$ cat src/design/lcd3w_pkg.sv
// Package for the 3-wire segment-LCD frame serializer.
// Word types, request codes and frame constants; no dependencies.
package lcd3w_pkg;

  localparam int unsigned FrameBits   = 13;
  localparam int unsigned CountW      = 4;
  localparam int unsigned AddrW       = 6;
  localparam int unsigned NibbleBits  = 4;

  localparam logic [2:0] REQ_COMMAND  = 3'd0;
  localparam logic [2:0] REQ_WRITE    = 3'd1;
  localparam logic [2:0] REQ_BURST    = 3'd2;
  localparam logic [2:0] REQ_SEG_ON   = 3'd3;
  localparam logic [2:0] REQ_SEG_OFF  = 3'd4;

  localparam logic [1:0] SEL_NONE     = 2'd3;

  localparam logic [2:0] ADDR_BITS_MAX   = 3'd6;
  localparam logic [2:0] ADDR_BITS_RESET = 3'd6;

  localparam logic [2:0] REG_ADDR_BITS = 3'd0;

  localparam logic [2:0] HEAD_CMD   = 3'b100;
  localparam logic [2:0] HEAD_WRITE = 3'b101;

  localparam logic [CountW-1:0] CMD_COUNT    = 4'd12;
  localparam logic [CountW-1:0] NIBBLE_COUNT = 4'd4;
  localparam logic [CountW-1:0] HEAD_COUNT   = 4'd7;

  typedef struct packed {
    logic [2:0] req_type;
    logic [1:0] piece;
    logic [7:0] command_code;
    logic [5:0] ram_address;
    logic [3:0] nibble;
    logic [2:0] seg_index;
    logic [1:0] com_index;
    logic       burst_last;
  } in_word_t;

  typedef struct packed {
    logic [1:0] select_line;
    logic       data_bit;
    logic       frame_end;
    logic       last;
  } out_word_t;

  typedef struct packed {
    logic [FrameBits-1:0] bits;
    logic [CountW-1:0]    count;
    logic [1:0]           sel;
    logic                 frame_end;
  } frame_t;

endpackage

$ cat src/design/lcd3w_front.sv
// Request front end: classifies words, keeps burst and shadow state, builds frames.
// Depends on lcd3w_pkg.
module lcd3w_front #(
  parameter int unsigned SHADOW_DEPTH = 8
) (
  input  logic                 clk_i,
  input  logic                 rst_ni,
  input  logic [2:0]           addr_bits_i,
  input  logic                 in_valid_i,
  output logic                 in_ready_o,
  input  lcd3w_pkg::in_word_t  in_word_i,
  input  logic                 q_full_i,
  output logic                 push_o,
  output lcd3w_pkg::frame_t    frame_o
);

  localparam int unsigned IdxW = (SHADOW_DEPTH > 1) ? $clog2(SHADOW_DEPTH) : 1;
  localparam logic [5:0] Depth = 6'(SHADOW_DEPTH);

  logic [3:0] shadow_q [SHADOW_DEPTH];
  logic [3:0] shadow_d;
  logic       burst_open_q, burst_open_d;
  logic [1:0] burst_sel_q, burst_sel_d;

  logic             accept;
  logic             known;
  logic             is_seg;
  logic [5:0]       seg_ext;
  logic [IdxW-1:0]  seg_idx;
  logic [3:0]       com_mask;
  logic [2:0]       n_addr;
  logic [5:0]       head_addr;
  logic [3:0]       nib;
  logic [3:0]       nib_rev;
  logic [8:0]       head_word;
  logic [8:0]       head_trim;
  logic [12:0]      write_seq;
  logic [3:0]       write_count;
  logic             continuing;

  assign in_ready_o = !q_full_i;
  assign accept     = in_valid_i && in_ready_o;

  assign seg_ext = 6'(in_word_i.seg_index);
  assign seg_idx = seg_ext[IdxW-1:0];
  assign is_seg  = (in_word_i.req_type == lcd3w_pkg::REQ_SEG_ON) ||
                   (in_word_i.req_type == lcd3w_pkg::REQ_SEG_OFF);
  assign known   = (in_word_i.req_type <= lcd3w_pkg::REQ_SEG_OFF) &&
                   !(is_seg && (seg_ext >= Depth));

  assign com_mask = 4'b0001 << in_word_i.com_index;
  assign shadow_d = (in_word_i.req_type == lcd3w_pkg::REQ_SEG_ON)
                  ? (shadow_q[seg_idx] | com_mask)
                  : (shadow_q[seg_idx] & ~com_mask);

  assign n_addr     = (addr_bits_i > lcd3w_pkg::ADDR_BITS_MAX) ? lcd3w_pkg::ADDR_BITS_MAX
                                                                : addr_bits_i;
  assign head_addr  = is_seg ? seg_ext : in_word_i.ram_address;
  assign nib        = is_seg ? shadow_d : in_word_i.nibble;
  assign nib_rev    = {nib[0], nib[1], nib[2], nib[3]};
  assign head_word  = {lcd3w_pkg::HEAD_WRITE, head_addr};
  assign head_trim  = head_word >> (lcd3w_pkg::ADDR_BITS_MAX - n_addr);
  assign write_count = lcd3w_pkg::HEAD_COUNT + 4'(n_addr);
  assign write_seq  = {head_trim, nib_rev} << (4'(lcd3w_pkg::FrameBits) - write_count);
  assign continuing = (in_word_i.req_type == lcd3w_pkg::REQ_BURST) && burst_open_q;

  always_comb begin
    burst_open_d    = burst_open_q;
    burst_sel_d     = burst_sel_q;
    frame_o.sel     = in_word_i.piece;
    frame_o.frame_end = 1'b1;
    frame_o.bits    = write_seq;
    frame_o.count   = write_count;
    if (known) begin
      if (in_word_i.req_type != lcd3w_pkg::REQ_BURST) begin
        burst_open_d = 1'b0;
        burst_sel_d  = lcd3w_pkg::SEL_NONE;
      end
      case (in_word_i.req_type)
        lcd3w_pkg::REQ_COMMAND: begin
          frame_o.bits  = {lcd3w_pkg::HEAD_CMD, in_word_i.command_code, 2'b00};
          frame_o.count = lcd3w_pkg::CMD_COUNT;
        end
        lcd3w_pkg::REQ_BURST: begin
          if (continuing) begin
            frame_o.sel   = burst_sel_q;
            frame_o.bits  = {nib_rev, 9'd0};
            frame_o.count = lcd3w_pkg::NIBBLE_COUNT;
          end
          frame_o.frame_end = in_word_i.burst_last;
          if (in_word_i.burst_last) begin
            burst_open_d = 1'b0;
            burst_sel_d  = lcd3w_pkg::SEL_NONE;
          end else begin
            burst_open_d = 1'b1;
            burst_sel_d  = continuing ? burst_sel_q : in_word_i.piece;
          end
        end
        default: begin
        end
      endcase
    end
  end

  assign push_o = accept && known;

  always_ff @(posedge clk_i or negedge rst_ni) begin
    if (!rst_ni) begin
      burst_open_q <= 1'b0;
      burst_sel_q  <= lcd3w_pkg::SEL_NONE;
      for (int i = 0; i < SHADOW_DEPTH; i++) begin
        shadow_q[i] <= 4'd0;
      end
    end else if (push_o) begin
      burst_open_q <= burst_open_d;
      burst_sel_q  <= burst_sel_d;
      if (is_seg) begin
        shadow_q[seg_idx] <= shadow_d;
      end
    end
  end

endmodule

$ cat src/design/lcd3w_fifo.sv
// Two-entry frame queue between the front end and the bit serializer.
// Depends on lcd3w_pkg.
module lcd3w_fifo (
  input  logic              clk_i,
  input  logic              rst_ni,
  input  logic              push_i,
  input  lcd3w_pkg::frame_t frame_i,
  output logic              full_o,
  input  logic              pop_i,
  output logic              head_valid_o,
  output lcd3w_pkg::frame_t head_o
);

  lcd3w_pkg::frame_t mem_q [2];
  logic       wr_q, rd_q;
  logic [1:0] cnt_q;

  assign full_o       = (cnt_q == 2'd2);
  assign head_valid_o = (cnt_q != 2'd0);
  assign head_o       = mem_q[rd_q];

  always_ff @(posedge clk_i) begin
    if (push_i) begin
      mem_q[wr_q] <= frame_i;
    end
  end

  always_ff @(posedge clk_i or negedge rst_ni) begin
    if (!rst_ni) begin
      wr_q  <= 1'b0;
      rd_q  <= 1'b0;
      cnt_q <= 2'd0;
    end else begin
      if (push_i) begin
        wr_q <= !wr_q;
      end
      if (pop_i) begin
        rd_q <= !rd_q;
      end
      cnt_q <= cnt_q + 2'(push_i) - 2'(pop_i);
    end
  end

endmodule

$ cat src/design/lcd3w_back.sv
// Bit serializer: shifts queued frames out one strobe word per cycle while the output is not stalled.
// Depends on lcd3w_pkg.
module lcd3w_back (
  input  logic                 clk_i,
  input  logic                 rst_ni,
  input  logic                 head_valid_i,
  input  lcd3w_pkg::frame_t    head_i,
  output logic                 pop_o,
  output logic                 out_valid_o,
  input  logic                 out_ready_i,
  output lcd3w_pkg::out_word_t out_word_o
);

  lcd3w_pkg::frame_t    cur_q, cur_d, src;
  lcd3w_pkg::out_word_t out_q, out_d;
  logic act_q, act_d;
  logic ov_q, ov_d;
  logic slot_free;
  logic have;
  logic final_bit;

  assign slot_free = !ov_q || out_ready_i;
  assign src       = act_q ? cur_q : head_i;
  assign have      = act_q || head_valid_i;
  assign final_bit = (src.count == 4'd1);
  assign pop_o     = slot_free && !act_q && head_valid_i;

  always_comb begin
    cur_d = cur_q;
    act_d = act_q;
    ov_d  = ov_q;
    out_d = out_q;
    if (slot_free) begin
      ov_d = have;
      if (have) begin
        out_d.select_line = src.sel;
        out_d.data_bit    = src.bits[lcd3w_pkg::FrameBits-1];
        out_d.last        = final_bit;
        out_d.frame_end   = final_bit && src.frame_end;
        cur_d.bits        = src.bits << 1;
        cur_d.count       = src.count - 4'd1;
        cur_d.sel         = src.sel;
        cur_d.frame_end   = src.frame_end;
        act_d             = !final_bit;
      end
    end
  end

  always_ff @(posedge clk_i) begin
    cur_q <= cur_d;
    out_q <= out_d;
  end

  always_ff @(posedge clk_i or negedge rst_ni) begin
    if (!rst_ni) begin
      act_q <= 1'b0;
      ov_q  <= 1'b0;
    end else begin
      act_q <= act_d;
      ov_q  <= ov_d;
    end
  end

  assign out_valid_o = ov_q;
  assign out_word_o  = out_q;

endmodule

$ cat src/design/lcd_3wire_frame_serializer_unit.sv
// Top level of the 3-wire segment-LCD frame serializer: APB register, front end,
// frame queue and bit serializer. Depends on lcd3w_pkg, lcd3w_front, lcd3w_fifo, lcd3w_back.
//
//   channel | handshake              | payload
//   in      | in_valid_i / in_ready_o | in_word_i  (lcd3w_pkg::in_word_t)
//   out     | out_valid_o/out_ready_i | out_word_o (lcd3w_pkg::out_word_t)
//   cfg     | psel/penable/pwrite     | paddr, pwdata, prdata (addr_bits at 0x0)
//
// One output word per cycle unless the output stalls; a request yields 4 to 13 words.
// The front end takes a request per cycle while the two-entry frame queue has room.
// Reset is asynchronous, clears burst state and shadow nibbles and sets addr_bits to 6.
// Either side may stall; the queue and the output register absorb it.
module lcd_3wire_frame_serializer_unit #(
  parameter int unsigned SHADOW_DEPTH = 8
) (
  input  logic                 clk_i,
  input  logic                 rst_ni,
  input  logic                 in_valid_i,
  output logic                 in_ready_o,
  input  lcd3w_pkg::in_word_t  in_word_i,
  output logic                 out_valid_o,
  input  logic                 out_ready_i,
  output lcd3w_pkg::out_word_t out_word_o,
  input  logic                 psel,
  input  logic                 penable,
  input  logic                 pwrite,
  input  logic [2:0]           paddr,
  input  logic [31:0]          pwdata,
  output logic [31:0]          prdata,
  output logic                 pready
);

  logic [2:0]        addr_bits_q;
  logic              q_full;
  logic              push;
  logic              pop;
  logic              head_valid;
  lcd3w_pkg::frame_t frame;
  lcd3w_pkg::frame_t head;

  assign pready = 1'b1;
  assign prdata = (paddr == lcd3w_pkg::REG_ADDR_BITS) ? {29'd0, addr_bits_q} : 32'd0;

  always_ff @(posedge clk_i or negedge rst_ni) begin
    if (!rst_ni) begin
      addr_bits_q <= lcd3w_pkg::ADDR_BITS_RESET;
    end else if (psel && penable && pwrite && pready &&
                 (paddr == lcd3w_pkg::REG_ADDR_BITS)) begin
      addr_bits_q <= pwdata[2:0];
    end
  end

  lcd3w_front #(
    .SHADOW_DEPTH(SHADOW_DEPTH)
  ) u_front (
    .clk_i       (clk_i),
    .rst_ni      (rst_ni),
    .addr_bits_i (addr_bits_q),
    .in_valid_i  (in_valid_i),
    .in_ready_o  (in_ready_o),
    .in_word_i   (in_word_i),
    .q_full_i    (q_full),
    .push_o      (push),
    .frame_o     (frame)
  );

  lcd3w_fifo u_fifo (
    .clk_i        (clk_i),
    .rst_ni       (rst_ni),
    .push_i       (push),
    .frame_i      (frame),
    .full_o       (q_full),
    .pop_i        (pop),
    .head_valid_o (head_valid),
    .head_o       (head)
  );

  lcd3w_back u_back (
    .clk_i        (clk_i),
    .rst_ni       (rst_ni),
    .head_valid_i (head_valid),
    .head_i       (head),
    .pop_o        (pop),
    .out_valid_o  (out_valid_o),
    .out_ready_i  (out_ready_i),
    .out_word_o   (out_word_o)
  );

endmodule

$ cat config.mk
export PLATFORM = sky130hd
export DESIGN_NAME = lcd_3wire_frame_serializer_unit
export DESIGN_NICKNAME = d
export VERILOG_FILES = /design/src/design/lcd3w_pkg.sv /design/src/design/lcd3w_front.sv /design/src/design/lcd3w_fifo.sv /design/src/design/lcd3w_back.sv /design/src/design/lcd_3wire_frame_serializer_unit.sv
export SDC_FILE = /design/constraint.sdc
export NUM_CORES = 1
export LEC_CHECK = 0
export BUFFER_PORTS_ARGS = -buffer_cell sky130_fd_sc_hd__buf_2
export CORE_ASPECT_RATIO = 0.6
export CORE_MARGIN = 1
export CORE_UTILIZATION = 55
export CTS_BUF_LIST = sky130_fd_sc_hd__clkbuf_2
export DETAILED_ROUTE_END_ITERATION = 10
export PLACE_DENSITY = 0.79
export SYNTH_ARGS = -nofsm -noshare
export SYNTH_HDL_FRONTEND = slang
export SYNTH_SLANG_ARGS = --single-unit
$ cat constraint.sdc
create_clock -name clk_i -period 7.4 [get_ports clk_i]
set_input_delay 0 -clock clk_i [delete_from_list [all_inputs] [get_ports clk_i]]
set_output_delay 0 -clock clk_i [all_outputs]
set_load 0.1 [all_outputs]
; ---- Word-level counts from Yosys, hierarchy flattened
; Memory sizes are Yosys's and may differ from the RTL's.
; Index checks and enable logic that the tools add are counted.
[totals]
reg_bits = 66
ramBits = 40
in_bits = 71
elab_cells = 107
n_memories = 1
[mem_list]
columns = name, words, width, read_ports, rd_ports_with_merged_regs, write_ports, line_no
row1 = u_fifo.mem_q, 2, 20, 1, 0, 1, lcd3w_fifo.sv:14  ; lcd3w_pkg::frame_t mem_q [2];
[op_classes]
addsub = 6
order_cmp = 5
eq_ne = 7
shifts = 3
mux = 25
bitwise = 5
reduce_logical = 31
[ops]
columns = cell, n
row1 = $mux W20, 2
row2 = $pmux W17 S2, 1
row3 = $bwmux W32, 1
row4 = $mux W4, 5
row5 = $mux W19, 1
row6 = $shl A13 B4 Y13, 1
row7 = $bmux W4 S3, 1
row8 = $demux W4 S3, 1
row9 = $logic_and A1 B1 Y1, 12
row10 = $mux W3, 3
row11 = $shr A9 B3 Y9, 1
row12 = $mux W2, 4
row13 = $logic_not A1 Y1, 7
row14 = $eq A3 B2 Y1 const B, 2
row15 = $logic_not A3 Y1, 2
row16 = $mux W6, 1
row17 = $reduce_and A3 Y1, 2
row18 = $mux W1, 5
row19 = $add A3 B3 Y4 const A, 1
row20 = $and A4 B4 Y4, 1
row21 = $eq A4 B1 Y1 const B, 1
row22 = $ge A3 B4 Y1 const B, 1
row23 = $ge A4 B4 Y1 const B, 1
row24 = $lt A4 B1 Y1 const B, 1
row25 = other kinds (20), 24

; ---- Depth between registers and ports, before layout
; Gate-level depths: netlist of the first run.
[logic_depth]
word_depth = 11
depth_mapped = 14
ltp_nobuf = 10

; ---- Hierarchy
; Synthesis of the first run repeated with hierarchy kept, for this count alone.
[unflattened]
cells_unflattened = 583
area_unflattened_um2 = 6600.1
[by_module_without_submodules]
columns = mod, instances, cells_each, area_each_um2, seq_area_each_um2
row1 = lcd3w_front, 1, 394, 3387.0, 878.3
row2 = lcd3w_fifo, 1, 77, 1719.1, 1301.2
row3 = lcd3w_back, 1, 69, 1094.8, 710.7
row4 = lcd_3wire_frame_serializer_unit, 1, 43, 399.1, 77.6

; ---- Worst setup path after synthesis of the first run
; No wires, ideal clock.
[synth_path]
path_type = register -> register
from = reg addr_bits_q[2]
to = mem u_fifo.mem_q[0][16] (netlist name), data pin
arrival_time_ns = 2.753
required_ns = 7.189
slack_ns = 4.436
stages_incl_launch_ff = 15
path_cell_list = dfstp_2 > buf_2 > a21bo_1 > buf_4 > inv_1 > buf_2 > ha_1 > buf_2 > xor2_1 > nor2_1 > a41oi_1 > a21oi_1 > nand3_1 > o21ai_1 > o41ai_1
[synth_lines]
columns = element, line_no
row1 = "start, declared", lcd_3wire_frame_serializer_unit.sv:33  ; logic [2:0] addr_bits_q;
row2 = "start signal, assigned", lcd_3wire_frame_serializer_unit.sv:46  ; addr_bits_q <= lcd3w_pkg::ADDR_BITS_RESET;
row3 = "start signal, assigned", lcd_3wire_frame_serializer_unit.sv:49  ; addr_bits_q <= pwdata[2:0];
row4 = "end, declared", lcd3w_fifo.sv:14

==> results of run 1 <==
-- power by group --
group	leakage [nW]	internal, W	switching [W]
logic	1.55	0.000296	0.000572
registers	1.16	0.000830	0.000134
clock network	0.0648	0.0000510	0.000204
-- per-layer routing --
| layer | vias to the layer above | wire, um |
|---|---|---|
| met5 | - | 0 |
| met4 | 0 | 156 |
| met3 | 25 | 1370 |
| met2 | 267 | 6700 |
| met1 | 2332 | 7050 |
| li1 | 2240 | - |
-- final timing paths --
check,slack (ns),to
setup / recovery,2.95,u_fifo.mem_q[0][19]$_DFFE_PP_
hold / removal,0.01,u_front.shadow_q[12]$_DFFE_PN0P_
setup reg to reg,2.95,u_fifo.mem_q[0][19]$_DFFE_PP_
hold reg to reg,0.53,u_fifo.wr_q$_DFFE_PN0P_
max in group asynchronous,6.72,u_fifo.wr_q$_DFFE_PN0P_
min in group clk_i,0.08,u_fifo.mem_q[0][11]$_DFFE_PP_
-- cell families after synthesis --
kind of cell             count (synthesis)  synth area share (%)
AND/OR/NAND/NOR                        184                  15.1
AO/OA/AOI/OAI                          128                  14.6
flip-flops                             106                  47.3
buffers and inverters                   80                  7.63
multiplexers                            72                  12.8
XOR/XNOR                                 8                  1.24
adder cells (fa/ha/maj)                  6                  1.20
other                                    2                 0.120
-- synth_stat cells, drive strengths merged, types with 4 or more instances --
cell,count,area (sq um)
dfrtp,40,1000
clkbuf,15,56.3
nor3b,7,68.8
a211oi,5,37.5
and2,8,52.6
nor2,38,145
nand3,9,50.1
o31ai,8,73.8
nand4,7,43.8
or3,4,25.0
a22oi,4,35.0
nor3,19,100
nand2,55,209
nand2b,10,62.6
xnor2,5,51.3
o211ai,6,45.0
inv,9,33.8
a31oi,17,106
mux2,46,529
mux2i,25,254
nor2b,7,43.8
nor4,6,43.8
o311ai,4,42.6
ha,6,75.1
a21oi,18,90.1
edfxtp,62,1860
buf,55,385
and3,6,37.5
dfstp,4,105
o21ai,27,135
-- critical path, stage by stage (launching register included) --
cell     delay (ns)
dfrtp_1        0.98
a21bo_1        0.42
inv_1          0.36
ha_1           0.55
xor2_1         0.56
o22ai_1        0.30
o32ai_1        0.45
o21ai_0        0.16
a31oi_1        0.41
-- sequential cells by signal (all words and copies together) (netlist names) --
name                  cells
u_front.burst_open_q      1
u_fifo.cnt_q              2
u_back.out_valid_o        1
u_back.out_word_o         3
u_front.shadow_q         32
u_fifo.mem_q             40
u_fifo.wr_q               1
u_fifo.rd_q               1
u_back.cur_q             19
u_back.act_q              1
u_front.burst_sel_q       2
addr_bits_q               3
-- per-stage QoR --
stage	total power (W)	area (sq um)	setup WS (ns)	util, %
after floorplan	0.00164	6380	4.44	-
after global placement	0.00179	6390	3.23	58.9
after detailed placement	0.00181	6390	3.20	58.9
after CTS	0.00207	6790	3.16	62.6
after global routing	0.00220	6790	2.68	62.6
final	0.00209	6790	2.95	62.6
-- layout make-up --
type	count	area, sq um	share of cell area [%]
Multi-Input combinational cell	428	2940	43.3
Tap cell	139	174	2.56
Inverter	10	37.5	0.553
Clock buffer	11	55.1	0.811
Clock inverter	5	40.0	0.590
Sequential cell	106	2970	43.7
Timing Repair Buffer	84	578	8.51
==> impl_results.md, run 1 <==
- Cts bufs inserted: 9
- FILL cells: 889
- 1st-pass router iterations: 6
- CTS Hold Bufs: 30
- Wire per inst: 19.5 um
- Met3 Resource Use GR: 6.79%
- Slew Limit Fails: 0
- Mapped Avg Cell Area: 10.7 sq um
- Port Buffer Count: 51
- GRT Residual Overflow: 0
- First-pass GRT wire length: 24.5 mm
- Ports: 111
- Seq/Total Area, Yosys: 47.3%
- Reg clk slew, reported paths: 0.32 ns
- Routed Antenna Nets: 0
- Core area: 10800 sq um
- Worst-skew pair later-pin latency: 0.64 ns
- LEAKAGE: 2.78 nW
- Power per Cell Area: 307 nW/um^2
- Seq cells post-synth: 106
- Row Count: 29
- Final WL: 15.3 mm
- Reg2reg start: addr_bits_q[0]$_DFFE_PN0P_
- # Post-CTS Setup Buffers: 0
- CP arrival: 4.85 ns
- Via density per instance: 6.21
- Number of synthesized flops with an enable pin: 62
- Worst r2r path cells: 8
- YS warnings: 0
- Final Cycle Share: 60.1%
- Hold slack: 0.0110 ns
- Worst-Margin Slew: 1.21 ns
- Tmin final: 4.45 ns
- Largest net degree at the start of global routing: 45
- Worst Path Required: 7.80 ns
- Post_cts resized: 0
- Clock sink count: 106
- Finished Layout Cells: 783
- Detailed Place HPWL: 10.8 mm
- Height of the die: 84.8 um
- Grt met2 use: 41.2%
- H-tree level count: 3
- Worst min-delay path class: input port to async pin
- Initial Util: 57.9%
- CTS tree: built
- Vias in the first global route: 4733
- Clock skew: 0.0481 ns
- Root Buffer Master: clkbuf_2
- Met1 Use GR: 39.1%
- Setup TNS: 0 ns
- Antenna Cells: 0
- Worst vdd ir: 179 uV
- RD Place Congestion: 0.977
- Layout Nets: 716
- Initial antenna violation count: 0
- Post-synthesis async set-or-reset flop share: 41.5%
- RSZ-0062 raised after global routing: no
- Commonest non-fill, non-tap cell in the layout: edfxtp_1
- Final Setup Violations: 0
- Dpl cells: 737
- Max-capacitance violation count: 0
- Clock buffer depth: 2
- Most Used Layer, Global Route: met2
- Residual DRC: 0
- Mapped Area: 6280 sq um
- Post-synth cell types: 81
- Area Overhead vs Synth: 8.13%
- Post-Syn Instances: 586
- CP startpoint kind: flip-flop
- Fmax: 225 MHz
- Commonest cells after routing, fill and taps aside: edfxtp_1, nand2_1, buf_2
- Share of cells above drive strength 1: 21.4%
- DR vias: 4864
- Crit path launch: addr_bits_q[0]$_DFFE_PN0P_
- Synth Flop Type: edfxtp_1
- CP Max Fanout: 27
- Hold Vio Cnt, Final: 0
- Status: finished clean
- Slew headroom: 18.8%
- CP Capture Type: flip-flop
- 1st-iter DRT viols: 595
- Die W: 140 um
- Die Area: 11900 sq um
- CP Class: flip-flop to flip-flop
- Gr usage total: 27.2%
No activity file was read; power rests on OpenSTA's default activity.
==> run 2: changes to the inputs <==
--- a/config.mk
+++ b/config.mk
@@ -8,7 +8,7 @@
 export BUFFER_PORTS_ARGS = -buffer_cell sky130_fd_sc_hd__buf_2
 export CORE_ASPECT_RATIO = 0.6
 export CORE_MARGIN = 1
-export CORE_UTILIZATION = 55
+export CORE_UTILIZATION = 53
 export CTS_BUF_LIST = sky130_fd_sc_hd__clkbuf_2
 export DETAILED_ROUTE_END_ITERATION = 10
 export PLACE_DENSITY = 0.79
==> constraint.sdc (replaced) <==
create_clock -name clk_i -period 3.8 [get_ports clk_i]
set_input_delay 0 -clock clk_i [delete_from_list [all_inputs] [get_ports clk_i]]
set_output_delay 0 -clock clk_i [all_outputs]
set_load 0.1 [all_outputs]
==> impl_results.md, run 2 (same netlist as run 1, synthesis figures left out) <==
- Commonest non-fill, non-tap cell in the layout: edfxtp_1 (unchanged)
- Design Area, Final: 6870 sq um (was 6790 sq um)
- Setup TNS: 0 ns (unchanged)
- Terminus of the critical flop-to-flop path: u_fifo.mem_q[1][16]$_DFFE_PP_ (was u_fifo.mem_q[0][19]$_DFFE_PP_)
- Status: finished clean (unchanged)
- Height of the die: 86.3 um (was 84.8 um)
- Die W: 143 um (was 140 um)
- Ports: 111 (unchanged)
- Biggest register: u_fifo.mem_q (unchanged)
- Worst min-delay path class: input port to async pin (unchanged)
- Crit path launch: addr_bits_q[1]$_DFFE_PN1P_ (was addr_bits_q[0]$_DFFE_PN0P_)
- Residual DRC: 0 (unchanged)
- Final Setup Violations: 0 (unchanged)
- FILL cells: 978 (was 889)
- Detailed Place HPWL: 11.2 mm (was 10.8 mm)
- Worst path max stage delay: 0.60 ns (was 0.98 ns)
- Root Buffer Master: clkbuf_2 (unchanged)
- Worst vdd ir: 255 uV (was 179 uV)
- H-tree level count: 3 (unchanged)
- CP endpoint: u_fifo.mem_q[1][16]$_DFFE_PP_ (was u_fifo.mem_q[0][19]$_DFFE_PP_)
- Worst-skew pair later-pin latency: 0.59 ns (was 0.64 ns)
- 1st-pass router iterations: 6 (unchanged)
- Port Buffer Count: 51 (unchanged)
- Clock sink count: 106 (unchanged)
- Reg power frac: 43.0% (was 46.2%)
- Antenna Cells: 0 (unchanged)
- Largest register FFs: 40 (unchanged)
- Sw Pwr: 0.00178 W (was 0.000909 W)
- Max-capacitance violation count: 0 (unchanged)
- Setup slack at placement: 0.427 ns (was 3.20 ns)
- Gr usage total: 26.7% (was 27.2%)
- 1st-iter DRT viols: 429 (was 595)
- Wire per inst: 19.1 um (was 19.5 um)
- Hold Vio Cnt, Final: 0 (unchanged)
- Reg clk slew, reported paths: 0.31 ns (was 0.32 ns)
- CTS tree: built (unchanged)
- Cts bufs inserted: 9 (unchanged)
- First-pass GRT wire length: 24.7 mm (was 24.5 mm)
- Via density per instance: 6.09 (was 6.21)
- Comb pwr share: 44.8% (was 41.6%)
- Slew headroom: 28.2% (was 18.8%)
- Final Cycle Share: 94.4% (was 60.1%)
- Clock buffer depth: 2 (unchanged)
- Routed Antenna Nets: 0 (unchanged)
- Core area: 11400 sq um (was 10800 sq um)
- Area Overhead vs Synth: 9.38% (was 8.13%)
- Final WL: 15.5 mm (was 15.3 mm)
- Initial antenna violation count: 0 (unchanged)
- CP Class: flip-flop to flip-flop (unchanged)
- Die Area: 12300 sq um (was 11900 sq um)
- Slew Limit Fails: 0 (unchanged)
- Clock skew: 0.0445 ns (was 0.0481 ns)
- Power per Cell Area: 597 nW/um^2 (was 307 nW/um^2)
- CP startpoint kind: flip-flop (unchanged)
- LEAKAGE: 2.81 nW (was 2.78 nW)
- Reg2reg start: addr_bits_q[1]$_DFFE_PN1P_ (was addr_bits_q[0]$_DFFE_PN0P_)
- Worst Path Required: 4.13 ns (was 7.80 ns)
- CP Capture Type: flip-flop (unchanged)
- GRT Residual Overflow: 0 (unchanged)
- Clock group share of total power: 12.2% (about the same)
- Tmin final: 3.59 ns (was 4.45 ns)
- Placed cell areas: 6480 sq um (was 6390 sq um)
- RSZ-0062 raised after global routing: no (unchanged)
- Worst setup margin: 0.213 ns (was 2.95 ns)
- Final Core Density: 60.2% (was 62.6%)
- Row Count: 30 (was 29)
- Fmax: 279 MHz (was 225 MHz)
- Share of cells above drive strength 1: 22.5% (was 21.4%)
- P_int: 0.00232 W (was 0.00118 W)
- RD Place Congestion: 0.948 (was 0.977)
- Layout Nets: 722 (was 716)
- CP arrival: 3.92 ns (was 4.85 ns)
- Worst r2r path cells: 10 (was 8)
- Hold slack: 0.0646 ns (was 0.0110 ns)
- Initial Util: 55.0% (was 57.9%)
- Largest net degree at the start of global routing: 45 (unchanged)
- Switching share of power: 43.4% (was 43.6%)
- DR vias: 4933 (was 4864)
- Slowest-stage cell, CP: dfstp_2 (was dfrtp_1)
- Worst path cell trace: a21bo_1 > inv_1 > ha_1 > xor2_1 > nor2_1 > a41oi_1 > a21oi_1 > nand3_1 > o21ai_1 > o41ai_1 (was a21bo_1 > inv_1 > ha_1 > xor2_1 > o22ai_1 > o32ai_1 > o21ai_0 > a31oi_1)
- Worst-Margin Slew: 1.08 ns (was 1.21 ns)
- Commonest cells after routing, fill and taps aside: edfxtp_1, nand2_1, buf_2 (unchanged)
- Setup slack, reg-to-reg: 0.21 ns (was 2.95 ns)
- Largest registers: u_fifo.mem_q x40, u_front.shadow_q x32, u_back.cur_q x19 (unchanged)
- Vias in the first global route: 4722 (was 4733)
- CP Max Fanout: 11 (was 27)
[run 2: changes by cell type in the layout (fill, tap and decap cells not counted), sizes merged]
cell	before	now
clkinv	2	1
clkbuf	11	12
dlygate4sd3	30	28
buf	54	62
[run 2: worst min path at each step]
stage | start | to | slack [ns] | cells past startpoint
2_1_floorplan | rst_ni | addr_bits_q[0]$_DFFE_PN0P_ | -0.30 | 0
3_3_place_gp | rst_ni | addr_bits_q[0]$_DFFE_PN0P_ | 0.20 | 1
3_5_place_dp | pwdata[1] | addr_bits_q[1]$_DFFE_PN1P_ | 0.22 | 3
4_1_cts | in_word_i[2] | u_front.shadow_q[14]$_DFFE_PN0P_ | 0.03 | 5
5_1_grt | in_word_i[3] | u_front.shadow_q[3]$_DFFE_PN0P_ | 0.02 | 3
6_report | rst_ni | u_front.shadow_q[12]$_DFFE_PN0P_ | 0.06 | 2
[run 2: power groups by stage]
stage / sequential (W) / clock [W] / combinational, W
global route: 0.00180 / 0.000549 / 0.00199
global placement: 0.00178 / 0 / 0.00174
floorplan: 0.00184 / 0 / 0.00136
finish: 0.00176 / 0.000499 / 0.00184
detailed placement: 0.00179 / 0 / 0.00178
CTS: 0.00177 / 0.000500 / 0.00181
[run 2: critical path, delay by kind of cell, from the launching register on]
family	cells	cell delay (ns)
AND/OR/NAND/NOR	2	0.20
XOR/XNOR	1	0.53
AO/OA/AOI/OAI	5	1.47
adder cells (fa/ha/maj)	1	0.40
flip-flops	1	0.60
buffers and inverters	1	0.11
[run 2: repair_timing]
item	in CTS	in global routing
buffers inserted	0	0
endpoints found under the setup margin	0	2
resized for setup	0	1
endpoints found under the hold margin	78	0
hold buffers	28	0
[run 2: cell type report]
cell class | instances | area (sq um) | share of cell area [%]
clock buffers | 12 | 60.1 | 0.874
clock inverters | 4 | 36.3 | 0.528
inverters | 10 | 37.5 | 0.546
multi-input cells | 428 | 2950 | 42.9
flip-flops and latches | 106 | 2970 | 43.2
well taps | 160 | 200 | 2.91
repair buffers | 90 | 618 | 9.00
[run 2: per-stage QoR]
| step | total power, W | cells |
|---|---|---|
| floorplan | 0.00319 | 614 |
| global placement | 0.00352 | 766 |
| detailed placement | 0.00357 | 766 |
| CTS | 0.00408 | 810 |
| global route | 0.00434 | 810 |
| finish | 0.00410 | 810 |
[run 2: layer usage]
| metal | track usage, % | vias up | share of wire (%) |
|---|---|---|---|
| li1 | - | 2257 | - |
| met1 | 38.4 | 2370 | 46 |
| met2 | 40.3 | 284 | 43 |
| met3 | 7.73 | 22 | 11 |
| met4 | 5.08 | 0 | 1.1 |
| met5 | 0 | - | 0 |
